### src/hw/rtl/mts_pkg.sv
`default_nettype none

package mts_pkg;

  // Stack size and fixed-point format
  localparam int STACK_DEPTH = 16;
  localparam int FRAC_BITS   = 8;

  // Matrix geometry: four rows of four 16-bit entries
  localparam int ROWS      = 4;
  localparam int COLS      = 4;
  localparam int ENT_W     = 16;
  localparam int ROW_W     = COLS * ENT_W;
  localparam int ROW_IDX_W = $clog2(ROWS);

  // Storage addressing: one slot of ROWS rows per stored matrix
  localparam int SLOT_W    = $clog2(STACK_DEPTH);
  localparam int ADDR_W    = SLOT_W + ROW_IDX_W;
  localparam int MEM_DEPTH = STACK_DEPTH * ROWS;
  localparam int CNT_W     = $clog2(STACK_DEPTH + 1);
  localparam int DEPTH_W   = 5;

  // Sequencer: ROWS reads, then two pipeline stages to drain
  localparam int RUN_LAST  = ROWS + 1;
  localparam int STEP_W    = $clog2(RUN_LAST + 1);

  // Operation codes
  localparam logic [1:0] OP_PUSH  = 2'd0;
  localparam logic [1:0] OP_POP   = 2'd1;
  localparam logic [1:0] OP_PEEK  = 2'd2;
  localparam logic [1:0] OP_CLEAR = 2'd3;

  localparam logic [ENT_W-1:0] ONE_Q = ENT_W'(1) << FRAC_BITS;

  typedef logic [ROW_W-1:0] row_t;

  // Controller to datapath commands
  typedef struct packed {
    logic                 load;    // capture request, flags and operand
    logic                 rd_en;   // read one row of the current top
    logic [ROW_IDX_W-1:0] rd_row;
    logic                 commit;  // update stack count
    logic                 xfer;    // move finished result to output register
  } cmd_t;

  function automatic row_t ident_row(input logic [ROW_IDX_W-1:0] r);
    row_t v;
    v = '0;
    v[ENT_W*r +: ENT_W] = ONE_Q;
    return v;
  endfunction

endpackage

`default_nettype wire

### src/hw/rtl/mts_ctrl.sv
`default_nettype none

module mts_ctrl (
  input  wire logic          clk,
  input  wire logic          rst_n,
  input  wire logic          in_valid,
  output logic               in_ready,
  output logic               out_valid,
  input  wire logic          out_ready,
  output mts_pkg::cmd_t      cmd
);

  localparam logic [1:0] S_IDLE = 2'd0;
  localparam logic [1:0] S_RUN  = 2'd1;
  localparam logic [1:0] S_HOLD = 2'd2;

  logic [1:0]                   state_r, state_nxt;
  logic [mts_pkg::STEP_W-1:0]   step_r, step_nxt;
  logic                         out_valid_r, out_valid_nxt;

  always_comb begin
    state_nxt  = state_r;
    step_nxt   = step_r;
    cmd        = '0;
    in_ready   = 1'b0;
    unique case (state_r)
      S_IDLE: begin
        // no request is taken while reset is held
        in_ready = rst_n;
        if (rst_n && in_valid) begin
          cmd.load  = 1'b1;
          step_nxt  = '0;
          state_nxt = S_RUN;
        end
      end
      S_RUN: begin
        cmd.rd_en  = (step_r < mts_pkg::STEP_W'(mts_pkg::ROWS));
        cmd.rd_row = step_r[mts_pkg::ROW_IDX_W-1:0];
        if (step_r == mts_pkg::STEP_W'(mts_pkg::RUN_LAST)) begin
          cmd.commit = 1'b1;
          state_nxt  = S_HOLD;
        end else begin
          step_nxt = step_r + mts_pkg::STEP_W'(1);
        end
      end
      S_HOLD: begin
        // wait for the output register to free up
        if (!out_valid_r || out_ready) begin
          cmd.xfer  = 1'b1;
          state_nxt = S_IDLE;
        end
      end
      default: begin
        state_nxt = S_IDLE;
      end
    endcase
  end

  always_comb begin
    out_valid_nxt = out_valid_r;
    if (cmd.xfer) begin
      out_valid_nxt = 1'b1;
    end else if (out_ready) begin
      out_valid_nxt = 1'b0;
    end
  end

  assign out_valid = out_valid_r;

  always_ff @(posedge clk) begin
    if (!rst_n) begin
      state_r     <= S_IDLE;
      step_r      <= '0;
      out_valid_r <= 1'b0;
    end else begin
      state_r     <= state_nxt;
      step_r      <= step_nxt;
      out_valid_r <= out_valid_nxt;
    end
  end

endmodule

`default_nettype wire

### config.mk
export PLATFORM = sky130hd
export DESIGN_NAME = mts_ctrl
export DESIGN_NICKNAME = d
export VERILOG_FILES = /design/src/hw/rtl/mts_pkg.sv /design/src/hw/rtl/mts_ctrl.sv
export SDC_FILE = /design/constraint.sdc
export NUM_CORES = 1
export LEC_CHECK = 0
export BUFFER_PORTS_ARGS = -buffer_cell sky130_fd_sc_hd__buf_2
export CELL_PAD_IN_SITES_DETAIL_PLACEMENT = 2
export CELL_PAD_IN_SITES_GLOBAL_PLACEMENT = 2
export CORE_MARGIN = 3
export CORE_UTILIZATION = 28
export DETAILED_ROUTE_END_ITERATION = 6
export PLACE_DENSITY_LB_ADDON = 0.15
export SETUP_SLACK_MARGIN = 0.5
export SLEW_MARGIN = 10
export SYNTH_ARGS = -nofsm -noshare
export SYNTH_HDL_FRONTEND = slang
export SYNTH_SLANG_ARGS = --single-unit
export TNS_END_PERCENT = 5
### constraint.sdc
create_clock -name clk -period 2.13 [get_ports clk]
set_input_delay 0.3195 -clock clk [delete_from_list [all_inputs] [get_ports clk]]
set_output_delay 0.3195 -clock clk [all_outputs]
set_load 0.02 [all_outputs]
== After elaboration in Yosys (flattened, before gate mapping) ==
Index checks and enable logic that the tools add are counted.

* Input port bits: 4
* Flip-flop bits (word level): 6
* Output and inout bits: 8
* Logic and storage cells: 36

* $add $sub $neg: 1
* Order comparisons: 1
* Equality and inequality tests: 7
* Mux-type cells: 16
* Reductions and logical operators: 8

{| class="wikitable"
|+ Operator list
! operator !! count
|-
| two-way mux 1 bit || 8
|-
| != test 2 bit, second input constant || 4
|-
| two-way mux 2 bit || 3
|-
| two-way mux 3 bit || 2
|-
| one-hot mux 2 bit (3 select lines) || 1
|-
| one-hot mux 3 bit (2 select lines) || 1
|-
| AND reduction 3 bit || 2
|-
| two-way mux 4 bit || 1
|-
| nonzero test 2 bit || 2
|-
| adder 3 x 1 -> 3 bit, second input constant || 1
|-
| equality test 3 bit, second input constant || 1
|-
| less-than comparator 3 bit, second input constant || 1
|-
| equality test 2 x 1 -> 1 bit, second input constant || 1
|-
| equality test 2 bit, second input constant || 1
|-
| logical NOT 2 bit || 1
|-
| logical AND 1 bit || 1
|-
| logical NOT 1 bit || 1
|-
| logical OR 1 bit || 1
|}

== Longest topological paths before layout ==
Gate-level depths: netlist of the first run.

* Word-level depth: 5
* Gate-level depth with buffers: 5
* Gate-level depth less buffers: 5

== Least setup slack after synthesis of the first run ==
Ideal clock, no wire load.

* Path type: register to output
* Start point: register state_r[1]
* End point: output port cmd[5] (netlist bit)
* Required time: 1.811 ns
* Stages on the path, launching flop included: 4
* Buffers on the path: 0
* Arrival time: 1.169 ns
* Setup slack: 0.641 ns
* Path through: dfxtp_1 -> nand2b_1 -> nor2_1 -> and2_1

{| class="wikitable"
|+ RTL lines
! item !! line !! source
|-
| start, declared || mts_ctrl.sv:17 || <nowiki>logic [1:0] state_r, state_nxt;</nowiki>
|-
| start signal, assigned || mts_ctrl.sv:76 || <nowiki>state_r <= state_nxt;</nowiki>
|-
| end, declared || mts_ctrl.sv:10 || <nowiki>output mts_pkg::cmd_t cmd</nowiki>
|}

==> results.md, run 1 <==
- Clock transition at the registers of the reported paths: 0.05 ns
- Area contributors post-synth: dfxtp_1 32%, nand2b_1 8.2%, ha_1 6.6%, nor2_1 4.9%, o311ai_2 4.3%
- Pwr Density: 595 mW/mm2
- Crit path to: cmd[1]
- Startpoint Class: flop
- RSZ-0062 raised after global routing: yes
- Post-Syn Instances: 43
- Final nets: 62
- Final hold violations: 0
- Ranking of synthesized cells by instance count: 6 x dfxtp_1, 5 x nand2b_1, 5 x nor2_1
- Hold_buf cts: 0
- Mapped Area: 380 um2
- Port buffer count: 11
- Distinct cell type count after synthesis: 26
- Worst slew pin tran: 0.265 ns
- Slew HR: 82.3%
- MaxCap Viol Count: 0
- Reg-to-reg slack, setup: 0.95 ns
- Crit path max fanout: 6
- ANT nets after route: 0
- First-pass GRT wire length: 1880 um
- XOR/XNOR Fraction of Synth Area: 0%
- Grt ovf: 0
- Top-Level Pins: 12
- Final HPWL DP: 771 um
- Async S/R FF share, synth: 0%
- VDD IR max: 0.000218 V
- Final Max Tran Viols: 0
- Post-CTS Setup Inserts: 0
- TNS Setup: 0 ns
- ANT cells: 0
- Final Cycle Share: 73.8%
- Largest net degree at the start of global routing: 11
- Post-Synth Simple-Gate Area: 32.9%
- Final GP Congestion: 0.793
- Worst Skew: 0.000960 ns
- Crit path from: step_r[1]
- Mux cell area share after synthesis: 0%
- Part of the Yosys area used for sequential elements: 31.6%
- DR vias/cell: 5.21
- Syn Area/Cell: 8.85 um2
- Avg WL per Cell: 15.0 um
- # rows: 12
- Starting Density: 32.1%
- Total number of vias: 354
- Pre-CTS setup slack: 0.680 ns
- Clock root buffer: clkbuf_4
- Reg2Reg Depth: 5
- Core box area: 0.00119 mm2
- TritonCTS clock tree: built
- Area delta synth->final: 23.7%
- Max Buffers Root-to-Sink: 2
- Setup violations, final: 0
- First DRT Iteration DRCs: 4
- Die Y: 42.9 um
- Setup ws final: 0.558 ns
- Multi-input gate area: 246 um2
- Drt pass-1 iters: 4
- EDFF count, synth: 0
- Layout cells sized above 1: 42.6%
- Fillers: 139
- Vias in the first global route: 393
- YS warnings: 0
- Worst setup EP type: output port
- Flip-flop and latch area: 125 um2
- H-tree depth: 1
- Most common cell in the netlist: dfxtp_1
- Min-Delay Path Class: input port to flop
- Outcome: complete, no violations
- Tmin final: 1.57 ns
- Critical path arrival: 1.25 ns
- Net Count, Synth: 49
- Clock Latency Late Sink: 0.25 ns
- Crit path required time: 1.81 ns
- CTS Sinks: 6
- Adder-cell area share of the yosys netlist: 6.58%
- Compound-gate portion of the synthesized area: 22.7%
- Die W: 42.9 um
- Setup CP Type: flop to output port
- Final wirelength: 1020 um
- Largest family of logic cells by synthesized area: simple AND/OR/NAND/NOR gates
- P_leak: 0.000202 uW
- RR Endpoint: step_r[1]
- Yosys top cell by area: dfxtp_1
- Top FF cell, synth: dfxtp_1
- CTS buffer count: 3
- GRT Total Usage: 14.2%
- Share of Yosys cell area claimed by the top area cell type: 31.6%
- Initial antenna violation count: 0
- #FFs+latches synth: 6
- Drc violations: 0
- Achievable Freq: 636 MHz
- Die area: 0.00184 mm2
- RR Startpoint: step_r[1]
[critical path: stages (launching register included)]
cell     delay (ns)
dfxtp_2        0.34
inv_1          0.08
ha_2           0.23
and3_4         0.19
buf_2          0.16
[power breakdown]
part | switching (uW) | leakage (uW) | internal, uW
registers | 6.77 | 0.0000504 | 117
logic | 24.1 | 0.000138 | 19.0
clock network | 48.9 | 0.0000138 | 64.3
total | 79.8 | 0.000202 | 200
[stage by stage]
stage | power [uW] | hold slack [ns] | instance area (um2) | instances | utilization [%]
after floorplan | 152 | 0.437 | 380 | 43 | -
after global placement | 165 | 0.503 | 433 | 65 | 36.5
after detailed placement | 166 | 0.545 | 433 | 65 | 36.5
after CTS | 282 | 0.356 | 457 | 68 | 38.5
after global routing | 301 | 0.380 | 470 | 68 | 39.7
final | 280 | 0.377 | 470 | 68 | 39.7
[kinds of logic after synthesis]
group / count (synthesis)
AOI/OAI and AO/OA: 11
adders and majority gates: 2
buffers and inverters: 4
DFF: 6
and+or+nand+nor: 20
[layout make-up]
cell class,count,area share [%]
clock buffer,3,4.79
inverter,1,0.798
multi-input combinational,33,52.4
sequential,6,26.6
tap,14,3.72
timing repair buffer,11,11.7
[per-layer routing]
| metal | track usage, % | vias to the layer above | share of wire, % |
|---|---|---|---|
| met3 | 2.54 | 2 | 4.6 |
| li1 | - | 177 | - |
| met1 | 15.4 | 165 | 40 |
| met2 | 24.6 | 10 | 53 |
| met4 | 9.32 | 0 | 2.6 |
| met5 | 0 | - | 0 |
[cell usage in the layout (no fill, tap or decap), types with 2 or more instances in the layout]
master | synthesis | final
and2_1 | 2 | 2
nor2_1 | 5 | 5
buf_2 | 1 | 11
dfxtp_1 | 6 | 2
nand2b_1 | 5 | 4
dfxtp_2 | 0 | 4
a21oi_1 | 2 | 2
clkbuf_4 | 0 | 3
[how the worst min path moves through the flow]
stage / startpoint / end / slack [ns] / cells past startpoint
after detailed placement: out_valid / out_valid / 0.54 / 2
after global placement: out_valid / out_valid / 0.50 / 2
after floorplan: rst_n / state_r[1] / 0.44 / 1
final: rst_n / state_r[1] / 0.38 / 2
after CTS: rst_n / state_r[1] / 0.36 / 2
after global routing: rst_n / state_r[1] / 0.38 / 2
[sequential cells by signal, indices dropped and copies added, names as in the netlist]
register	cells
out_valid	1
step_r	3
state_r	2
[what timing repair did]
item	4_1_cts	5_1_grt
setup endpoints to repair	2	4
hold endpoints to repair	0	0
resized for setup	1	5
(Power assumes the default switching activity.)
==> run 2: changes to the inputs <==
--- a/config.mk
+++ b/config.mk
@@ -5,11 +5,12 @@
 export SDC_FILE = /design/constraint.sdc
 export NUM_CORES = 1
 export LEC_CHECK = 0
+export ABC_AREA = 1
 export BUFFER_PORTS_ARGS = -buffer_cell sky130_fd_sc_hd__buf_2
 export CELL_PAD_IN_SITES_DETAIL_PLACEMENT = 2
 export CELL_PAD_IN_SITES_GLOBAL_PLACEMENT = 2
 export CORE_MARGIN = 3
-export CORE_UTILIZATION = 28
+export CORE_UTILIZATION = 23
 export DETAILED_ROUTE_END_ITERATION = 6
 export PLACE_DENSITY_LB_ADDON = 0.15
 export SETUP_SLACK_MARGIN = 0.5
==> constraint.sdc (replaced) <==
create_clock -name clk -period 1.5 [get_ports clk]
set_input_delay 0.225 -clock clk [delete_from_list [all_inputs] [get_ports clk]]
set_output_delay 0.225 -clock clk [all_outputs]
set_load 0.02 [all_outputs]
==> run 2 against run 1 <==
Effect of this change: synthesized cell count rose by 30%; combinational power rose by 130%; setup slack got worse by 0.37 ns; first-iteration DRC count did not move; clock skew fell by 0.00086 ns.
==> results.md, run 2 <==
- Outcome: complete, no violations
- Internal Pwr Total: 299 uW (+49%)
- EDFF count, synth: 0 (unchanged)
- Leading cell type in the layout, fill and taps excluded: nand2_1
- Area delta synth->final: 58.1%
- Area after DPL: 440 um2 (+1.7%)
- Vias in the first global route: 386 (-1.8%)
- Hold depth: 2 (unchanged)
- Final HPWL DP: 822 um (+6.7%)
- Max Buffers Root-to-Sink: 2 (unchanged)
- TritonCTS clock tree: built
- Distinct cell type count after synthesis: 15 (-42%)
- CP bufs+invs: 3 (+1)
- Layout cells sized above 1: 52.0% (+9.4 points)
- Avg WL per Cell: 12.5 um (-17%)
- Critical path cell sequence: inv_2, nor2_4, inv_4, nor2_2, buf_4
- Clock Latency Late Sink: 0.24 ns (about the same)
- Critical hold path startpoint: rst_n
- Clock transition at the registers of the reported paths: 0.04 ns (about the same)
- M1 GR Usage: 14.9% (-0.51 points)
- Final Max Tran Viols: 0 (unchanged)
- Switching Power: 126 uW (+57%)
- Drt pass-1 iters: 3 (-1)
- Final design utilization: 41.4% (+1.7 points)
- Final Cycle Share: 87.5%
- Pre-CTS setup slack: 0.336 ns (-0.344 ns)
- Syn Area/Cell: 6.46 um2 (-27%)
- GRT Total Usage: 12.3% (-1.8 points)
- Most frequent cells in the layout: 11 x nand2_1, 10 x inv_1, 9 x buf_4
- Placed cell count: 81 (+25%)
- Worst slew pin tran: 0.235 ns (-0.0299 ns)
- Area contributors post-synth: dfxtp_1 33%, inv_1 11%, nand2_1 11%, nor2_1 10%, ha_1 6.9%
- H-tree depth: 1 (unchanged)
- # rows: 13 (+1)
- Layout Cells excl Fill: 90 (+32%)
- Switch share: 29.6% (+1.1 points)
- Setup ws final: 0.187 ns (-0.371 ns)
- DR vias/cell: 4.51 (-13%)
- MaxCap Viol Count: 0 (unchanged)
- #FFs+latches synth: 6 (unchanged)
- Clock power frac: 35.2% (-5.2 points)
- RSZ-0062 raised after global routing: yes
- Die area: 0.00208 mm2 (+13%)
- Achievable Freq: 762 MHz
- Net Count, Synth: 62 (+27%)
- Crit path required time: 1.27 ns (-0.54 ns)
- Worst Skew: 0.0000948 ns (-0.000865 ns)
- Final hold violations: 0 (unchanged)
- Hold EP: out_valid
- Max reg flops: 3 (unchanged)
- Die W: 45.7 um (+6.5%)
- Share of Yosys cell area claimed by the top area cell type: 33.2% (+1.6 points)
- CTS Sinks: 6 (unchanged)
- First DRT Iteration DRCs: 4 (unchanged)
- GRT busiest layer: met2
- Mapped Area: 362 um2 (-4.9%)
- Worst setup EP type: output port
- VDD IR max: 0.000514 V (+140%)
- Sequential share of power: 41.5% (-2.7 points)
- Grt ovf: 0 (unchanged)
- Yosys top cell by area: dfxtp_1
- Final GP Congestion: 0.623 (-21%)
- Clock root buffer: clkbuf_4
- Top-Level Pins: 12 (unchanged)
- Async S/R FF share, synth: 0% (unchanged)
- Setup violations, final: 0 (unchanged)
- Starting Density: 26.2% (-5.9 points)
- Crit path max fanout: 5 (-1)
- Largest net degree at the start of global routing: 7 (-4)
- Core box area: 0.00138 mm2 (+17%)
- Largest register by flop count: step_r
- Final nets: 83 (+34%)
- Final wirelength: 1130 um (+10%)
- GR Util met2: 19.2% (-5.3 points)
- Fillers: 181 (+30%)
- Setup CP Type: flop to output port
- M3 GR Usage: 7.11% (+4.6 points)
- Pwr Density: 743 mW/mm2 (+25%)
- CTS buffer count: 3 (unchanged)
- Critical Path Slowest Stage Cell: dfxtp_4
- Multi-input gate area: 233 um2 (-5.6%)
- First-pass GRT wire length: 1790 um (-5.1%)
- RR Endpoint: step_r[1]
- RR Startpoint: state_r[0]
- CP max stage delay: 0.37 ns (+0.03 ns)
- Startpoint Class: flop
- Total number of vias: 406 (+15%)
- TNS Setup: 0 ns (unchanged)
- Flip-flop and latch area: 126 um2 (+1.0%)
- Ranking of synthesized cells by instance count: 11 x inv_1, 11 x nand2_1, 10 x nor2_1
- YS warnings: 0 (unchanged)
- Reg2Reg Depth: 9 (+4)
- Reg-to-reg slack, setup: 0.27 ns (-0.68 ns)
- Combinational share of power: 23.3% (+7.9 points)
- Slew HR: 84.3% (+2.0 points)
- ANT cells: 0 (unchanged)
- Top Family by Delay on Critical Path: flip-flops
- Part of the Yosys area used for sequential elements: 33.2% (+1.6 points)
- Drc violations: 0 (unchanged)
- Die Y: 45.7 um (+6.5%)
- Critical path arrival: 1.09 ns (-0.16 ns)
- Post-Layout Inst Area: 572 um2 (+22%)
- Top FF cell, synth: dfxtp_1
- P_leak: 0.000282 uW (+40%)
- ANT nets after route: 0 (unchanged)
- Initial antenna violation count: 0 (unchanged)
- Post-Syn Instances: 56 (+30%)
- Tmin final: 1.31 ns
- Port buffer count: 11 (unchanged)
- Min-Delay Path Class: input port to flop
==> run 2: cell types whose count changed in the layout (fill, tap and decap cells not counted), sizes merged, moves of 5 or more <==
cell    delta
buf        +6
inv       +12
nand2     +12
nand2b     -5
nor2       +7
==> run 2: final cells by class <==
type | instances | share of cell area, %
multi-input cells | 36 | 40.7
flip-flops and latches | 6 | 22.1
repair buffers | 17 | 21.0
inverters | 13 | 8.97
clock buffers | 3 | 3.94
well taps | 15 | 3.28
==> run 2: timing repair <==
item / CTS / global route
hold endpoints to repair: 0 / 0
setup buffers: 2 / 4
pin swaps: 2 / 2
resized for setup: 13 / 7
endpoints found under the setup margin: 11 / 13
hold buffers: 0 / 0
==> run 2: how the worst max path moves through the flow <==
stage,depth (start not counted),startpoint,to,slack [ns]
finish,5,state_r[0],cmd[4],0.19
global route,5,state_r[0],cmd[3],0.13
CTS,5,state_r[0],cmd[2],0.16
detailed placement,5,state_r[0],cmd[1],0.34
global placement,5,state_r[0],cmd[2],0.35
floorplan,4,out_valid,cmd[0],0.45
==> run 2: kinds of logic (layout without fill, tap and decap cells) <==
logic type | after synthesis | after routing | synth area share, %
AO/OA/AOI/OAI | 4 | 4 | 7.27
buffers and inverters | 14 | 33 | 15.6
adder cells (fa/ha/maj) | 2 | 2 | 6.92
flip-flops | 6 | 6 | 33.2
AND/OR/NAND/NOR | 30 | 30 | 37.0
==> run 2: power by group through the flow <==
| stage | clock [uW] | sequential, uW | combinational, uW |
|---|---|---|---|
| floorplan | 0 | 175 | 50.5 |
| global placement | 0 | 177 | 70.6 |
| detailed placement | 0 | 177 | 72.0 |
| CTS | 158 | 176 | 83.5 |
| global route | 175 | 177 | 114 |
| finish | 150 | 176 | 99.0 |
==> run 2: metrics by stage <==
step	power, uW	hold slack [ns]
2_1_floorplan	225	0.343
3_3_place_gp	248	0.508
3_5_place_dp	249	0.509
4_1_cts	417	0.245
5_1_grt	465	0.242
6_report	425	0.245
==> run 2: layer usage <==
layer / vias up / wire [um]
met1: 193 / 494
li1: 203 / -
met2: 10 / 565
met3: 0 / 70
met4: 0 / 0
met5: - / 0
